`src/rtl/integer_to_ascii_radix_macros.svh`:
```
// Assertion macros shared by the integer to text converter.
// Depends on nothing; the using module must have clk and rst_n in scope.
`ifndef INTEGER_TO_ASCII_RADIX_MACROS_SVH
`define INTEGER_TO_ASCII_RADIX_MACROS_SVH
`ifndef SYNTH
// Same-cycle implication, disabled while reset is asserted.
`define ITOA_ASSERT_IMP(label, ante, cons, msg) \
  label: assert property (@(posedge clk) disable iff (!rst_n) (ante) |-> (cons)) \
    else $error(msg);
// Next-cycle implication, disabled while reset is asserted.
`define ITOA_ASSERT_NXT(label, ante, cons, msg) \
  label: assert property (@(posedge clk) disable iff (!rst_n) (ante) |=> (cons)) \
    else $error(msg);
`else
`define ITOA_ASSERT_IMP(label, ante, cons, msg)
`define ITOA_ASSERT_NXT(label, ante, cons, msg)
`endif
`endif

```
`src/rtl/itoa_pkg.sv`:
```
// Shared constants, types and the digit to ASCII mapping of the converter.
// Depends on nothing.
package itoa_pkg;

  localparam int WORD_W          = 32;
  localparam int RADIX_W         = 6;
  localparam int CHAR_W          = 8;
  localparam int LEN_W           = 6;
  localparam int DIGIT_W         = 6;
  localparam int MAX_DIGITS      = 32;
  localparam int STEPS_PER_CYCLE = 8;
  localparam int DIV_CYCLES      = WORD_W / STEPS_PER_CYCLE;
  localparam int STEP_CNT_W      = $clog2(DIV_CYCLES);

  localparam logic [RADIX_W-1:0] RADIX_MIN = RADIX_W'(2);
  localparam logic [RADIX_W-1:0] RADIX_MAX = RADIX_W'(36);
  localparam logic [RADIX_W-1:0] RADIX_DEC = RADIX_W'(10);
  localparam logic [DIGIT_W-1:0] DEC_DIGIT_MAX = DIGIT_W'(9);

  localparam logic [CHAR_W-1:0] ASCII_ZERO  = 8'h30;
  localparam logic [CHAR_W-1:0] ASCII_A     = 8'h61;
  localparam logic [CHAR_W-1:0] ASCII_MINUS = 8'h2d;
  localparam logic [CHAR_W-1:0] ASCII_NUL   = 8'h00;

  typedef struct packed {
    logic load;
    logic div_step;
    logic div_last;
    logic emit_sign;
    logic emit_digit;
    logic emit_term;
  } cmd_t;

  typedef struct packed {
    logic neg;
    logic quot_zero;
    logic last_digit;
  } status_t;

  function automatic logic [CHAR_W-1:0] digit_char(input logic [DIGIT_W-1:0] d);
    logic [CHAR_W-1:0] c;
    if (d > DEC_DIGIT_MAX) begin
      c = CHAR_W'(d - (DEC_DIGIT_MAX + DIGIT_W'(1))) + ASCII_A;
    end else begin
      c = CHAR_W'(d) + ASCII_ZERO;
    end
    return c;
  endfunction

endpackage

```
`src/rtl/itoa_dp.sv`:
```
// Datapath of the converter: radix division unit, digit stack, output register.
// Depends on itoa_pkg.
module itoa_dp
  import itoa_pkg::*;
(
  input  logic                      clk,
  input  logic                      rst_n,
  input  logic signed [WORD_W-1:0]  in_value,
  input  logic        [RADIX_W-1:0] in_radix,
  input  cmd_t                      cmd,
  output status_t                   status,
  output logic                      out_strobe,
  output logic        [CHAR_W-1:0]  out_character,
  output logic                      out_last,
  output logic        [LEN_W-1:0]   out_total_length
);

  logic [WORD_W-1:0]  mag_r;
  logic [RADIX_W-1:0] rem_r;
  logic [RADIX_W-1:0] radix_r;
  logic               neg_r;
  logic [LEN_W-1:0]   nd_r;
  logic [LEN_W-1:0]   cnt_r;
  logic [DIGIT_W-1:0] stack_r [MAX_DIGITS];

  logic               strobe_r;
  logic [CHAR_W-1:0]  char_r;
  logic               last_r;
  logic [LEN_W-1:0]   len_r;

  logic [RADIX_W-1:0] radix_sat;
  logic               neg_in;
  logic [WORD_W-1:0]  mag_in;
  logic [WORD_W-1:0]  div_quot;
  logic [RADIX_W-1:0] div_rem;

  // Input conditioning: clamp the radix, take the magnitude only in base ten.
  always_comb begin
    if (!(in_radix inside {[RADIX_MIN:RADIX_MAX]})) begin
      radix_sat = (in_radix < RADIX_MIN) ? RADIX_MIN : RADIX_MAX;
    end else begin
      radix_sat = in_radix;
    end
    neg_in = in_value[WORD_W-1] && (radix_sat == RADIX_DEC);
    mag_in = neg_in ? (WORD_W'(0) - $unsigned(in_value)) : $unsigned(in_value);
  end

  // Restoring division, several quotient bits per cycle.
  always_comb begin
    logic [RADIX_W:0]   sh;
    logic [RADIX_W-1:0] r;
    logic [WORD_W-1:0]  q;
    r = rem_r;
    q = mag_r;
    for (int i = 0; i < STEPS_PER_CYCLE; i++) begin
      sh = {r, q[WORD_W-1]};
      q  = {q[WORD_W-2:0], 1'b0};
      if (sh >= {1'b0, radix_r}) begin
        sh   = sh - {1'b0, radix_r};
        q[0] = 1'b1;
      end
      r = sh[RADIX_W-1:0];
    end
    div_quot = q;
    div_rem  = r;
  end

  always_ff @(posedge clk) begin
    if (cmd.load) begin
      mag_r   <= mag_in;
      radix_r <= radix_sat;
      neg_r   <= neg_in;
      rem_r   <= '0;
    end else if (cmd.div_step) begin
      mag_r <= div_quot;
      rem_r <= cmd.div_last ? '0 : div_rem;
    end
  end

  // Digit stack: the top sits at entry zero, pushes shift down, pops shift up.
  always_ff @(posedge clk) begin
    if (cmd.div_step && cmd.div_last) begin
      stack_r[0] <= div_rem;
      for (int i = 1; i < MAX_DIGITS; i++) begin
        stack_r[i] <= stack_r[i-1];
      end
    end else if (cmd.emit_digit) begin
      for (int i = 0; i < MAX_DIGITS - 1; i++) begin
        stack_r[i] <= stack_r[i+1];
      end
    end
  end

  always_ff @(posedge clk) begin
    if (!rst_n) begin
      nd_r  <= '0;
      cnt_r <= '0;
    end else if (cmd.load) begin
      nd_r  <= '0;
      cnt_r <= '0;
    end else begin
      if (cmd.div_step && cmd.div_last) begin
        nd_r <= nd_r + LEN_W'(1);
      end else if (cmd.emit_digit) begin
        nd_r <= nd_r - LEN_W'(1);
      end
      if (cmd.emit_sign || cmd.emit_digit) begin
        cnt_r <= cnt_r + LEN_W'(1);
      end
    end
  end

  always_ff @(posedge clk) begin
    if (!rst_n) begin
      strobe_r <= 1'b0;
    end else begin
      strobe_r <= cmd.emit_sign || cmd.emit_digit || cmd.emit_term;
    end
  end

  always_ff @(posedge clk) begin
    if (cmd.emit_sign) begin
      char_r <= ASCII_MINUS;
      last_r <= 1'b0;
      len_r  <= '0;
    end else if (cmd.emit_digit) begin
      char_r <= digit_char(stack_r[0]);
      last_r <= 1'b0;
      len_r  <= '0;
    end else if (cmd.emit_term) begin
      char_r <= ASCII_NUL;
      last_r <= 1'b1;
      len_r  <= cnt_r + LEN_W'(1);
    end
  end

  assign status.neg        = neg_r;
  assign status.quot_zero  = (div_quot == '0);
  assign status.last_digit = (nd_r == LEN_W'(1));

  assign out_strobe       = strobe_r;
  assign out_character    = char_r;
  assign out_last         = last_r;
  assign out_total_length = len_r;

endmodule

```
`src/rtl/itoa_ctrl.sv`:
```
// Sequencer of the converter: division rounds, then sign, digits and terminator.
// Depends on itoa_pkg.
module itoa_ctrl
  import itoa_pkg::*;
(
  input  logic    clk,
  input  logic    rst_n,
  input  logic    start,
  input  status_t status,
  output cmd_t    cmd,
  output logic    busy
);

  localparam logic [2:0] ST_IDLE  = 3'd0;
  localparam logic [2:0] ST_DIV   = 3'd1;
  localparam logic [2:0] ST_SIGN  = 3'd2;
  localparam logic [2:0] ST_DIGIT = 3'd3;
  localparam logic [2:0] ST_TERM  = 3'd4;

  localparam logic [STEP_CNT_W-1:0] STEP_LAST = STEP_CNT_W'(DIV_CYCLES - 1);

  logic [2:0]            state_r, state_nxt;
  logic [STEP_CNT_W-1:0] step_r, step_nxt;

  always_comb begin
    state_nxt = state_r;
    step_nxt  = step_r;
    cmd       = '0;
    case (state_r)
      ST_IDLE: begin
        if (start) begin
          cmd.load  = 1'b1;
          step_nxt  = '0;
          state_nxt = ST_DIV;
        end
      end
      ST_DIV: begin
        cmd.div_step = 1'b1;
        step_nxt     = step_r + STEP_CNT_W'(1);
        if (step_r == STEP_LAST) begin
          cmd.div_last = 1'b1;
          if (status.quot_zero) begin
            state_nxt = status.neg ? ST_SIGN : ST_DIGIT;
          end
        end
      end
      ST_SIGN: begin
        cmd.emit_sign = 1'b1;
        state_nxt     = ST_DIGIT;
      end
      ST_DIGIT: begin
        cmd.emit_digit = 1'b1;
        if (status.last_digit) begin
          state_nxt = ST_TERM;
        end
      end
      ST_TERM: begin
        cmd.emit_term = 1'b1;
        state_nxt     = ST_IDLE;
      end
      default: begin
        state_nxt = ST_IDLE;
      end
    endcase
  end

  always_ff @(posedge clk) begin
    if (!rst_n) begin
      state_r <= ST_IDLE;
      step_r  <= '0;
    end else begin
      state_r <= state_nxt;
      step_r  <= step_nxt;
    end
  end

  assign busy = (state_r != ST_IDLE);

endmodule

```
`src/rtl/integer_to_ascii_radix.sv`:
```
// Top level of the integer to text converter in radix 2 to 36.
// Depends on itoa_pkg, itoa_ctrl, itoa_dp and integer_to_ascii_radix_macros.svh.
//
// A request is taken at a rising edge where start is high and busy is low.
// It turns a signed 32-bit value into ASCII characters, most significant
// digit first, with lower-case letters for digit values above nine. Only in
// radix ten does a negative value get a leading minus; in any other radix
// the value is read as its unsigned 32-bit pattern. A radix below two is
// treated as two and one above 36 as 36. Each character is shown for exactly
// one cycle with out_strobe high, and the receiver cannot stall it. The last
// character is always a NUL with out_last set, and its out_total_length is
// the number of characters of the request including that NUL.
// With D digits and S equal to one when a minus is shown, the block first
// divides once per digit (each digit is one 32-bit division by the radix,
// eight quotient bits per cycle through a shared restoring divider), then
// emits S + D + 1 characters at one per cycle. Busy stays high until the
// terminator has been issued, so the block takes no new request while
// the previous one is still in progress.

`include "integer_to_ascii_radix_macros.svh"

module integer_to_ascii_radix
  import itoa_pkg::*;
(
  input  logic                      clk,
  input  logic                      rst_n,
  input  logic                      start,
  output logic                      busy,
  input  logic signed [WORD_W-1:0]  in_value,
  input  logic        [RADIX_W-1:0] in_radix,
  output logic                      out_strobe,
  output logic        [CHAR_W-1:0]  out_character,
  output logic                      out_last,
  output logic        [LEN_W-1:0]   out_total_length
);

  // The controller issues one command set per cycle and reads back the
  // datapath status: sign of the request, quotient reaching zero, and the
  // digit stack holding its final entry.
  cmd_t    cmd;
  status_t status;

  itoa_ctrl u_ctrl (
    .clk    (clk),
    .rst_n  (rst_n),
    .start  (start),
    .status (status),
    .cmd    (cmd),
    .busy   (busy)
  );

  // The datapath holds the running quotient and partial remainder, a stack
  // of computed digits (least significant pushed first, so popping yields
  // the most significant first), and the registered output character.
  itoa_dp u_dp (
    .clk              (clk),
    .rst_n            (rst_n),
    .in_value         (in_value),
    .in_radix         (in_radix),
    .cmd              (cmd),
    .status           (status),
    .out_strobe       (out_strobe),
    .out_character    (out_character),
    .out_last         (out_last),
    .out_total_length (out_total_length)
  );

  // An accepted request keeps the block busy while it divides.
  `ITOA_ASSERT_NXT(a_start_busy, start && !busy, busy, "accepted request did not raise busy")

  // The terminator is a NUL and carries a nonzero length.
  `ITOA_ASSERT_IMP(a_term_nul, out_strobe && out_last,
    (out_character == ASCII_NUL) && (out_total_length != '0), "terminator malformed")

  // Ordinary characters carry no length, are never NUL, and more follow.
  `ITOA_ASSERT_IMP(a_char_body, out_strobe && !out_last,
    (out_total_length == '0) && (out_character != ASCII_NUL) && busy,
    "character before terminator malformed")

  // The controller never divides and emits or loads in the same cycle.
  `ITOA_ASSERT_IMP(a_cmd_excl, cmd.div_step,
    !(cmd.emit_sign || cmd.emit_digit || cmd.emit_term || cmd.load),
    "divide step overlaps another command")

endmodule
```
`config.mk`:
```
export PLATFORM = sky130hd
export DESIGN_NAME = integer_to_ascii_radix
export DESIGN_NICKNAME = d
export VERILOG_FILES = /design/src/rtl/itoa_pkg.sv /design/src/rtl/itoa_dp.sv /design/src/rtl/itoa_ctrl.sv /design/src/rtl/integer_to_ascii_radix.sv
export VERILOG_INCLUDE_DIRS = /design/src /design/src/rtl
export SDC_FILE = /design/constraint.sdc
export NUM_CORES = 1
export LEC_CHECK = 0
export BUFFER_PORTS_ARGS = -buffer_cell sky130_fd_sc_hd__buf_2
export CAP_MARGIN = 10
export CORE_ASPECT_RATIO = 1.2
export CORE_MARGIN = 4
export CORE_UTILIZATION = 45
export CTS_BUF_LIST = sky130_fd_sc_hd__clkbuf_16
export CTS_CLUSTER_DIAMETER = 120
export CTS_CLUSTER_SIZE = 40
export DETAILED_ROUTE_END_ITERATION = 6
export PLACE_DENSITY_LB_ADDON = 0.05
export SLEW_MARGIN = 20
export SYNTH_ARGS = -nofsm -noshare
export SYNTH_HDL_FRONTEND = slang
export SYNTH_SLANG_ARGS = --single-unit
```
`constraint.sdc`:
```
create_clock -name clk -period 18.15 [get_ports clk]
set_input_delay 3.63 -clock clk [delete_from_list [all_inputs] [get_ports clk]]
set_output_delay 3.63 -clock clk [all_outputs]
set_load 0.1 [all_outputs]
```
# [After elaboration in Yosys (flattened, before gate mapping)]
# Memory sizes are Yosys's and may differ from the RTL's.
# Index checks and enable logic that the tools add are counted.
[classes] n_eq_ne=11 mux=78 n_addsub=16 n_reduce_logical=16 bitwise_logic=32 n_lt_le_gt_ge=12
[op_table] cell="$mux W6" count=44
[op_table] cell="$mux W32" count=3
[op_table] cell="$ge A7 B6 Y1" count=8
[op_table] cell="$sub A6 B6 Y6" count=8
[op_table] cell="$logic_not A32 Y1" count=1
[op_table] cell="$sub A1 B32 Y32 const A" count=1
[op_table] cell="$or A1 B1 Y1" count=31
[op_table] cell="$mux W8" count=3
[op_table] cell="$mux W1" count=20
[op_table] cell="$add A6 B1 Y6 const B" count=2
[op_table] cell="$mux W3" count=4
[op_table] cell="$pmux W3 S4" count=1
[op_table] cell="$add A8 B7 Y8 const B" count=1
[op_table] cell="$reduce_bool A2 Y1" count=4
[op_table] cell="$add A6 B6 Y7 const B" count=1
[op_table] cell="$sub A6 B4 Y7 const B" count=1
[op_table] cell="$eq A3 B2 Y1 const B" count=2
[op_table] cell="$eq A6 B1 Y1 const B" count=1
[op_table] cell="$eq A6 B4 Y1 const B" count=1
[op_table] cell="$ge A6 B2 Y1 const B" count=1
[op_table] cell="$gt A6 B4 Y1 const B" count=1
[op_table] cell="$le A6 B6 Y1 const B" count=1
[op_table] cell="$lt A6 B2 Y1 const B" count=1
[op_table] cell="$ne A2 B2 Y1 const B" count=3
[op_table] cell="other kinds (16)" count=21
[totals] inputBits=41 mem_count=1 out_inout_bits=17 mem_bits_rw=192 regBits=78 word_cells=178
[memory_table] name="u_dp.stack_r" depth=32 width=6 rd=32 rd_ports_with_merged_regs=0 wr=32 line_no="itoa_dp.sv:24" text="logic [DIGIT_W-1:0] stack_r [MAX_DIGITS];"

# [Longest topological paths before layout]
# Gate-level depths: netlist (run 1).
[depth] depth_word=20 mapped_depth=80 mapped_depth_nobuf=77

# [By module]
# From an unflattened synthesis (run 1), not the netlist that was laid out.
[unflattened] cells_unflattened=1581 hier_area_um2=14896.8
[modules_own_cells] module="itoa_dp" area_each_um2=14606.5 seq_area_each_um2=7617.3 cells_per_inst=1551 instances=1
[modules_own_cells] module="itoa_ctrl" area_each_um2=290.3 seq_area_each_um2=100.1 cells_per_inst=30 instances=1

# [Worst setup path after synthesis (run 1)]
# Ideal clock, no wire load.
[synth_timing] path_type="flip-flop to flip-flop" startpoint="reg u_dp.radix_r[1]" endpoint="mem u_dp.stack_r[0][2], data pin" path_buffers=2 arrival_ns=16.350 setup_time_ns=0.270 synth_period_minus_slack_ns=16.620 path_slack_ns=1.530 path_stages_with_launch=76 required_ns=17.880 path_cell_list="edfxtp_1 inv_1 ha_1 a31oi_1 o21ai_1 mux2_2 inv_1 ha_1 nor2b_1 o31ai_1 a211oi_1 a2111oi_4 nor2_1 a21oi_1 inv_1 ha_1 nor2b_1 o31a_1 [40 not listed] a21o_1 a211oi_1 nand3_1 o31ai_4 mux2_2 inv_1 ha_1 nor2b_1 o21ai_0 nand2b_1 a21o_1 a21o_1 a211o_1 a311oi_1 mux2i_1 buf_6 mux2i_1 a21oi_1"
[synth_lines] item="from (decl)" line_no="itoa_dp.sv:20" text="logic [RADIX_W-1:0] radix_r;"
[synth_lines] item="from (signal assigned)" line_no="itoa_dp.sv:71" text="radix_r <= radix_sat;"
[synth_lines] item="to (decl)" line_no="itoa_dp.sv:24"

==> impl_metrics.ini, run 1 <==
[cells_and_area]
diodes = 0
multi_input_area_um2 = 6733
final_common_cell = nand2_1
utilization = 0.4948
layout_common_cells = 614 x nand2_1, 231 x edfxtp_1, 81 x o21ai_0
area_growth_pct = 7.992
fillers = 3143
seq_area_um2 = 7717
drive_above_1_share = 0.08653
nNetsFinal = 1746
instances_no_fill = 2048

[setup_path]
cpMostUsedCell = ha_1
arrival_ns = 17.03
worst_setup_path_end_kind = register
worst-setup-path-type = reg -> reg
startpoint = u_dp.radix_r[0]$_DFFE_PP_
slowest_stage = edfxtp_1
path_max_fanout = 14
start_kind = register
timing.rr.start = u_dp.radix_r[0]$_DFFE_PP_
r2r-end = u_dp.stack_r[0][5]$_DFFE_PP_
critPathCapture = u_dp.stack_r[0][5]$_DFFE_PP_
reg2regPathDepth = 77
required_ns = 18.50
cp_slowest_stage_delay_ns = 0.65
rrSetupSlack_ns = 1.47

[place]
place_ws_ns = 0.9128
dp.cells = 2024
port_buffers = 57
gp_congestion = 0.8919
dp_hpwl_mm = 23.17

[logic_synthesis]
synth_edf_count = 231
yosysWarnings = 0
synth_area_um2 = 14860
synth.avg_cell_area_um2 = 9.298
synth_seq_cells = 270
synth_fp_nets = 1706
syn_inst = 1598
ys.flop_type = edfxtp_1
async_flop_share = 0
synth_cell_types = 69
synth_seq_area_share = 0.5194

[detailed_routing]
first_iter_violations = 933
dr.pass1.iters = 5
ant_nets = 0
drt_wl_total_mm = 33.13
viasPerCell = 5.420
routedWlPerCell_um = 16.18
vias = 11100
drc = 0

[global_routing]
grt_max_degree = 107
track_usage = 0.1785
grt_pass1_wl_mm = 54.49
grt_pass1_vias = 10620
grt.overflow.total = 0
antenna_found_initial = 1

[sta]
max_freq_ghz = 0.05995
worst_slack_ns = 1.469
rsz0062_at_grt = no
fin_crit_ns = 16.68
drv_slew = 0
setup_tns_ns = 0
slew_headroom = 0.2787
period_share = 0.9190
clock_skew_ns = 0.02489
final_hold_viol_count = 0
tightest_slew_ns = 1.082
setup_viol_count_final = 0

[floorplanning]
placementRows = 72
core_area_um2 = 32430
die_width_um = 173.9
die_h_um = 207.1
initial_utilization = 0.4581
io_pins = 58
dieArea_um2 = 36000

[flow_run]
drv_cap = 0

[clock_tree]
clock-sinks = 270
cts_buffer_depth = 3
cts_max_level = 1
clock_tree.root_cell = clkbuf_16
tritoncts = done
clk_latency_ns = 0.50
clk_pin_slew_ns = 0.14
numCtsBuffers = 11

[run_status]
status = complete, no violations

[hold_path]
hp-class = reg -> reg
metrics by stage:
stage               hold slack [ns]  area [um^2]
finish                       0.4693        16050
global route                 0.4770        16050
CTS                          0.4704        15970
detailed placement           0.4374        15620
global placement             0.4331        15620
floorplan                    0.4262        14860
repair_timing:
action | CTS | global route
gates resized for setup | 0 | 8
setup buffers | 0 | 8
hold buffers | 0 | 0
endpoints found under the setup margin | 0 | 15
cells in the mapped netlist, types with 3 or more instances:
master	number	share of area
nand2_1	617	0.16
edfxtp_1	231	0.47
o21ai_0	82	0.028
nor2_1	74	0.019
clkbuf_1	59	0.015
ha_1	59	0.050
inv_1	56	0.014
a21oi_1	44	0.015
xnor2_1	41	0.024
dfxtp_1	39	0.053
xor2_1	34	0.020
nand3_1	18	0.0061
nor2b_1	16	0.0067
mux2_2	15	0.011
a21o_1	13	0.0066
mux2i_1	13	0.0088
nor3_1	12	0.0040
o21a_1	10	0.0051
o31ai_1	10	0.0051
nand4_1	9	0.0038
or3_1	9	0.0038
a21boi_0	8	0.0040
fa_1	8	0.011
nand2b_1	8	0.0034
nor4_1	8	0.0034
a211oi_1	7	0.0035
a22oi_1	7	0.0035
a31oi_1	7	0.0029
o21ai_1	7	0.0024
and3_1	5	0.0021
o31a_1	5	0.0029
or4_1	5	0.0025
a221o_1	4	0.0027
or2_2	4	0.0017
a211o_1	3	0.0018
a22o_1	3	0.0018
and4_1	3	0.0018
o211a_1	3	0.0020
o211ai_1	3	0.0015
sequential cells by signal (all words and copies together), names as in the netlist:
signal	count
u_dp.out_last	1
u_dp.rem_r	6
u_dp.radix_r	6
u_dp.stack_r	192
u_dp.out_strobe	1
u_dp.mag_r	32
u_dp.cnt_r	6
u_ctrl.step_r	2
u_dp.out_character	8
u_ctrl.state_r	3
u_dp.out_total_length	6
u_dp.neg_r	1
u_dp.nd_r	6
cell type report:
type	count	share of cell area
clock buffers	11	0.01716
clock inverters	5	0.004445
inverters	57	0.01333
multi-input cells	1209	0.4196
flip-flops and latches	270	0.4810
well taps	407	0.03174
repair buffers	89	0.03275
cell families after synthesis:
family | count (synthesis) | synth area share
flops | 270 | 0.5194
simple gates | 798 | 0.2197
fa+ha+maj | 67 | 0.06046
compound gates | 241 | 0.1055
xor+xnor | 75 | 0.04421
mux | 28 | 0.02013
buf+inv | 119 | 0.03057
worst min-delay path by stage:
| stage | slack, ns | start | cells after the start | endpoint |
|---|---|---|---|---|
| final | 0.47 | u_dp.stack_r[0][180]$_DFFE_PP_ | 0 | u_dp.stack_r[0][186]$_DFFE_PP_ |
| after global routing | 0.48 | u_dp.stack_r[0][182]$_DFFE_PP_ | 0 | u_dp.stack_r[0][188]$_DFFE_PP_ |
| after CTS | 0.47 | u_dp.stack_r[0][180]$_DFFE_PP_ | 0 | u_dp.stack_r[0][186]$_DFFE_PP_ |
| after detailed placement | 0.44 | u_dp.stack_r[0][180]$_DFFE_PP_ | 0 | u_dp.stack_r[0][186]$_DFFE_PP_ |
| after global placement | 0.43 | u_dp.stack_r[0][183]$_DFFE_PP_ | 0 | u_dp.stack_r[0][189]$_DFFE_PP_ |
| after floorplan | 0.43 | u_dp.stack_r[0][180]$_DFFE_PP_ | 0 | u_dp.stack_r[0][186]$_DFFE_PP_ |
worst max-delay path: cells and delay by family (launching register included):
kind / cells / cell delay, ns
AOI/OAI and AO/OA: 39 / 8.81
adders and majority gates: 8 / 2.19
buffers and inverters: 6 / 0.68
DFF: 1 / 0.65
muxes: 4 / 1.19
and+or+nand+nor: 20 / 3.00
layer usage:
metal / global-route usage / vias up / wire length, um
met5: 0 / - / 7
met4: 0.04152 / 2 / 709
met3: 0.02133 / 39 / 1123
met2: 0.2928 / 180 / 15380
met1: 0.2554 / 5322 / 15910
li1: - / 5558 / -
Power of run 1 is not shown: default switching activity piles up to over one toggle a cycle in this logic, so the estimate is an artifact.
==> inputs of run 2 (changes only) <==
--- a/config.mk
+++ b/config.mk
@@ -19,4 +19,5 @@
 export SLEW_MARGIN = 20
 export SYNTH_ARGS = -nofsm -noshare
 export SYNTH_HDL_FRONTEND = slang
+export SYNTH_HIERARCHICAL = 1
 export SYNTH_SLANG_ARGS = --single-unit
==> run 2 against run 1 <==
Compared with the run above:
- register-to-register slack got worse by 0.18 ns
- routed wire length fell by 3.5%
- area after synthesis rose by 0.26%
- final area fell by 0.16%
- clock skew rose by 0.034 ns
- setup slack got worse by 0.18 ns
- flip-flop and latch count did not move
- global-route usage fell by 0.80 points
- non-clock buffer count fell by 7
- via count fell by 2.8%
==> impl_metrics.ini, run 2 <==
[run_status]
status = complete, no violations

[global_routing]
track_usage = 0.1705
grt_use_met1 = 0.2542
grt_pass1_wl_mm = 52.36
grt_pass1_vias = 10370
top_usage_layer = met2
grt.overflow.total = 0
grtUsageMet2 = 0.2730
grt_max_degree = 112
antenna_found_initial = 0
global_route.usage.met3 = 0.01785

[place]
gp_congestion = 0.9148
place_ws_ns = 0.7190
dp_hpwl_mm = 21.84
port_buffers = 57
dp.cells = 1991

[sta]
worst_slack_ns = 1.287
whs_ns = 0.4685
max_freq_ghz = 0.05930
slew_headroom = 0.2862
tightest_slew_ns = 1.071
setup_tns_ns = 0
setup_viol_count_final = 0
final_hold_viol_count = 0
clock_skew_ns = 0.05872
drv_slew = 0
period_share = 0.9291
fin_crit_ns = 16.86
rsz0062_at_grt = no

[detailed_routing]
dr.pass1.iters = 5
viasPerCell = 5.356
drc = 0
ant_nets = 0
drt_wl_total_mm = 31.98
vias = 10790
first_iter_violations = 895
routedWlPerCell_um = 15.88

[flow_run]
drv_cap = 0

[clock_tree]
postCtsHoldBufs = 0
numCtsBuffers = 11
tritoncts = done
cts_max_level = 1
clk_latency_ns = 0.50
clk_pin_slew_ns = 0.15
clock_tree.root_cell = clkbuf_16
cts_buffer_depth = 3
clock-sinks = 270

[hold_path]
hp-class = reg -> reg
holdPathStages = 1

[logic_synthesis]
synth.avg_cell_area_um2 = 9.422
synthTopCellsByArea = edfxtp_1 47%, nand2_1 14%, dfxtp_1 5.2%
synth_fp_nets = 1689
synth_common_cells = 573 x nand2_1, 231 x edfxtp_1, 99 x nor2_1
synth_edf_count = 231
ys.flop_type = edfxtp_1
synth_top_area_cell = edfxtp_1
synth_seq_area_share = 0.5181
synth_cell_types = 75
async_flop_share = 0
synth.most_common_cell = nand2_1
yosysWarnings = 6
synth_top_cell_area_share = 0.4656
synth_seq_cells = 270
synth_area_um2 = 14900
syn_inst = 1581

[setup_path]
required_ns = 18.38
reg2regPathDepth = 78
arrival_ns = 17.09
cp_slowest_stage_delay_ns = 0.48
slowest_stage = a222oi_1
start_kind = register
worst_setup_path_end_kind = register
worst-setup-path-type = reg -> reg
path_max_fanout = 15

[cells_and_area]
diodes = 0
instances_no_fill = 2014
drive_above_1_share = 0.08650
nNetsFinal = 1711
largest_register = u_dp/stack_r
largest_reg_flops = 192
final_common_cell = nand2_1
layout_common_cells = 571 x nand2_1, 231 x edfxtp_1, 97 x nor2_1
area_growth_pct = 7.543
fillers = 3110

[floorplanning]
initial_utilization = 0.4593
placementRows = 72
die_width_um = 174.1
io_pins = 58
dieArea_um2 = 36090
core_area_um2 = 32430
die_h_um = 207.3
run 2: changes by cell type after synthesis, sizes merged, moves of 6 or more:
| cell | delta |
|---|---|
| nor3b | +11 |
| buf | +9 |
| nand2 | -44 |
| nor2 | +26 |
| xnor2 | +8 |
| a21oi | +29 |
| mux2i | +7 |
| nand3 | -9 |
| a21boi | -7 |
| o21ai | -44 |
| nand2b | +6 |
run 2: path summary, 6_finish.rpt:
kind,from,slack (ns),to
worst max-delay path,u_dp/radix_r[4]$_DFFE_PP_,1.29,u_dp/stack_r[0][4]$_DFFE_PP_
worst min-delay path,u_dp/out_character[7]$_SDFFE_PP0P_,0.47,u_dp/out_character[7]$_SDFFE_PP0P_
worst max register to register,u_dp/radix_r[4]$_DFFE_PP_,1.29,u_dp/stack_r[0][4]$_DFFE_PP_
worst min register to register,u_dp/out_character[7]$_SDFFE_PP0P_,0.47,u_dp/out_character[7]$_SDFFE_PP0P_
run 2: stage by stage:
stage                 util  area, um^2
floorplan                -       14900
global placement    0.4799       15560
detailed placement  0.4799       15560
CTS                 0.4907       15920
global route        0.4940       16020
finish              0.4940       16020
run 2: repair_timing:
item / in CTS / in global routing
endpoints found under the hold margin: 0 / 0
resized for setup: 0 / 6
buffers inserted: 0 / 4
setup endpoints to repair: 0 / 15
run 2: routing by layer:
| layer | vias up | share of wire | routed length [um] |
|---|---|---|---|
| li1 | 5415 | - | - |
| met1 | 5146 | 0.49 | 15530 |
| met2 | 192 | 0.46 | 14550 |
| met3 | 33 | 0.044 | 1415 |
| met4 | 0 | 0.015 | 480 |
| met5 | - | 0 | 0 |
run 2: final cells by class:
cell class / count / area [um^2] / share of cell area
sequential: 270 / 7717 / 0.4817
multi-input combinational: 1183 / 6724 / 0.4197
timing repair buffer: 82 / 513.0 / 0.03202
tap: 407 / 509.2 / 0.03179
clock buffer: 11 / 275.3 / 0.01718
inverter: 55 / 206.4 / 0.01289
clock inverter: 6 / 75.07 / 0.004686
run 2: kinds of logic (layout without fill, tap and decap cells):
kind of cell | after synthesis | count (layout) | synth area share
xor gates and xnor gates | 81 | 81 | 0.04762
adders and majority gates | 67 | 67 | 0.06031
muxes | 34 | 34 | 0.02478
AOI/OAI and AO/OA | 204 | 204 | 0.08811
buffers and inverters | 128 | 154 | 0.03410
and+or+nand+nor | 797 | 797 | 0.2270
DFF | 270 | 270 | 0.5181
run 2: critical path: cells and delay by family (launching register included):
kind / cells / cell delay (ns)
AO/OA/AOI/OAI: 38 / 8.54
adder cells (fa/ha/maj): 8 / 2.28
buffers and inverters: 9 / 1.16
flip-flops: 1 / 0.38
multiplexers: 3 / 1.03
AND/OR/NAND/NOR: 20 / 3.17
Power of run 2 is left out for the same reason.
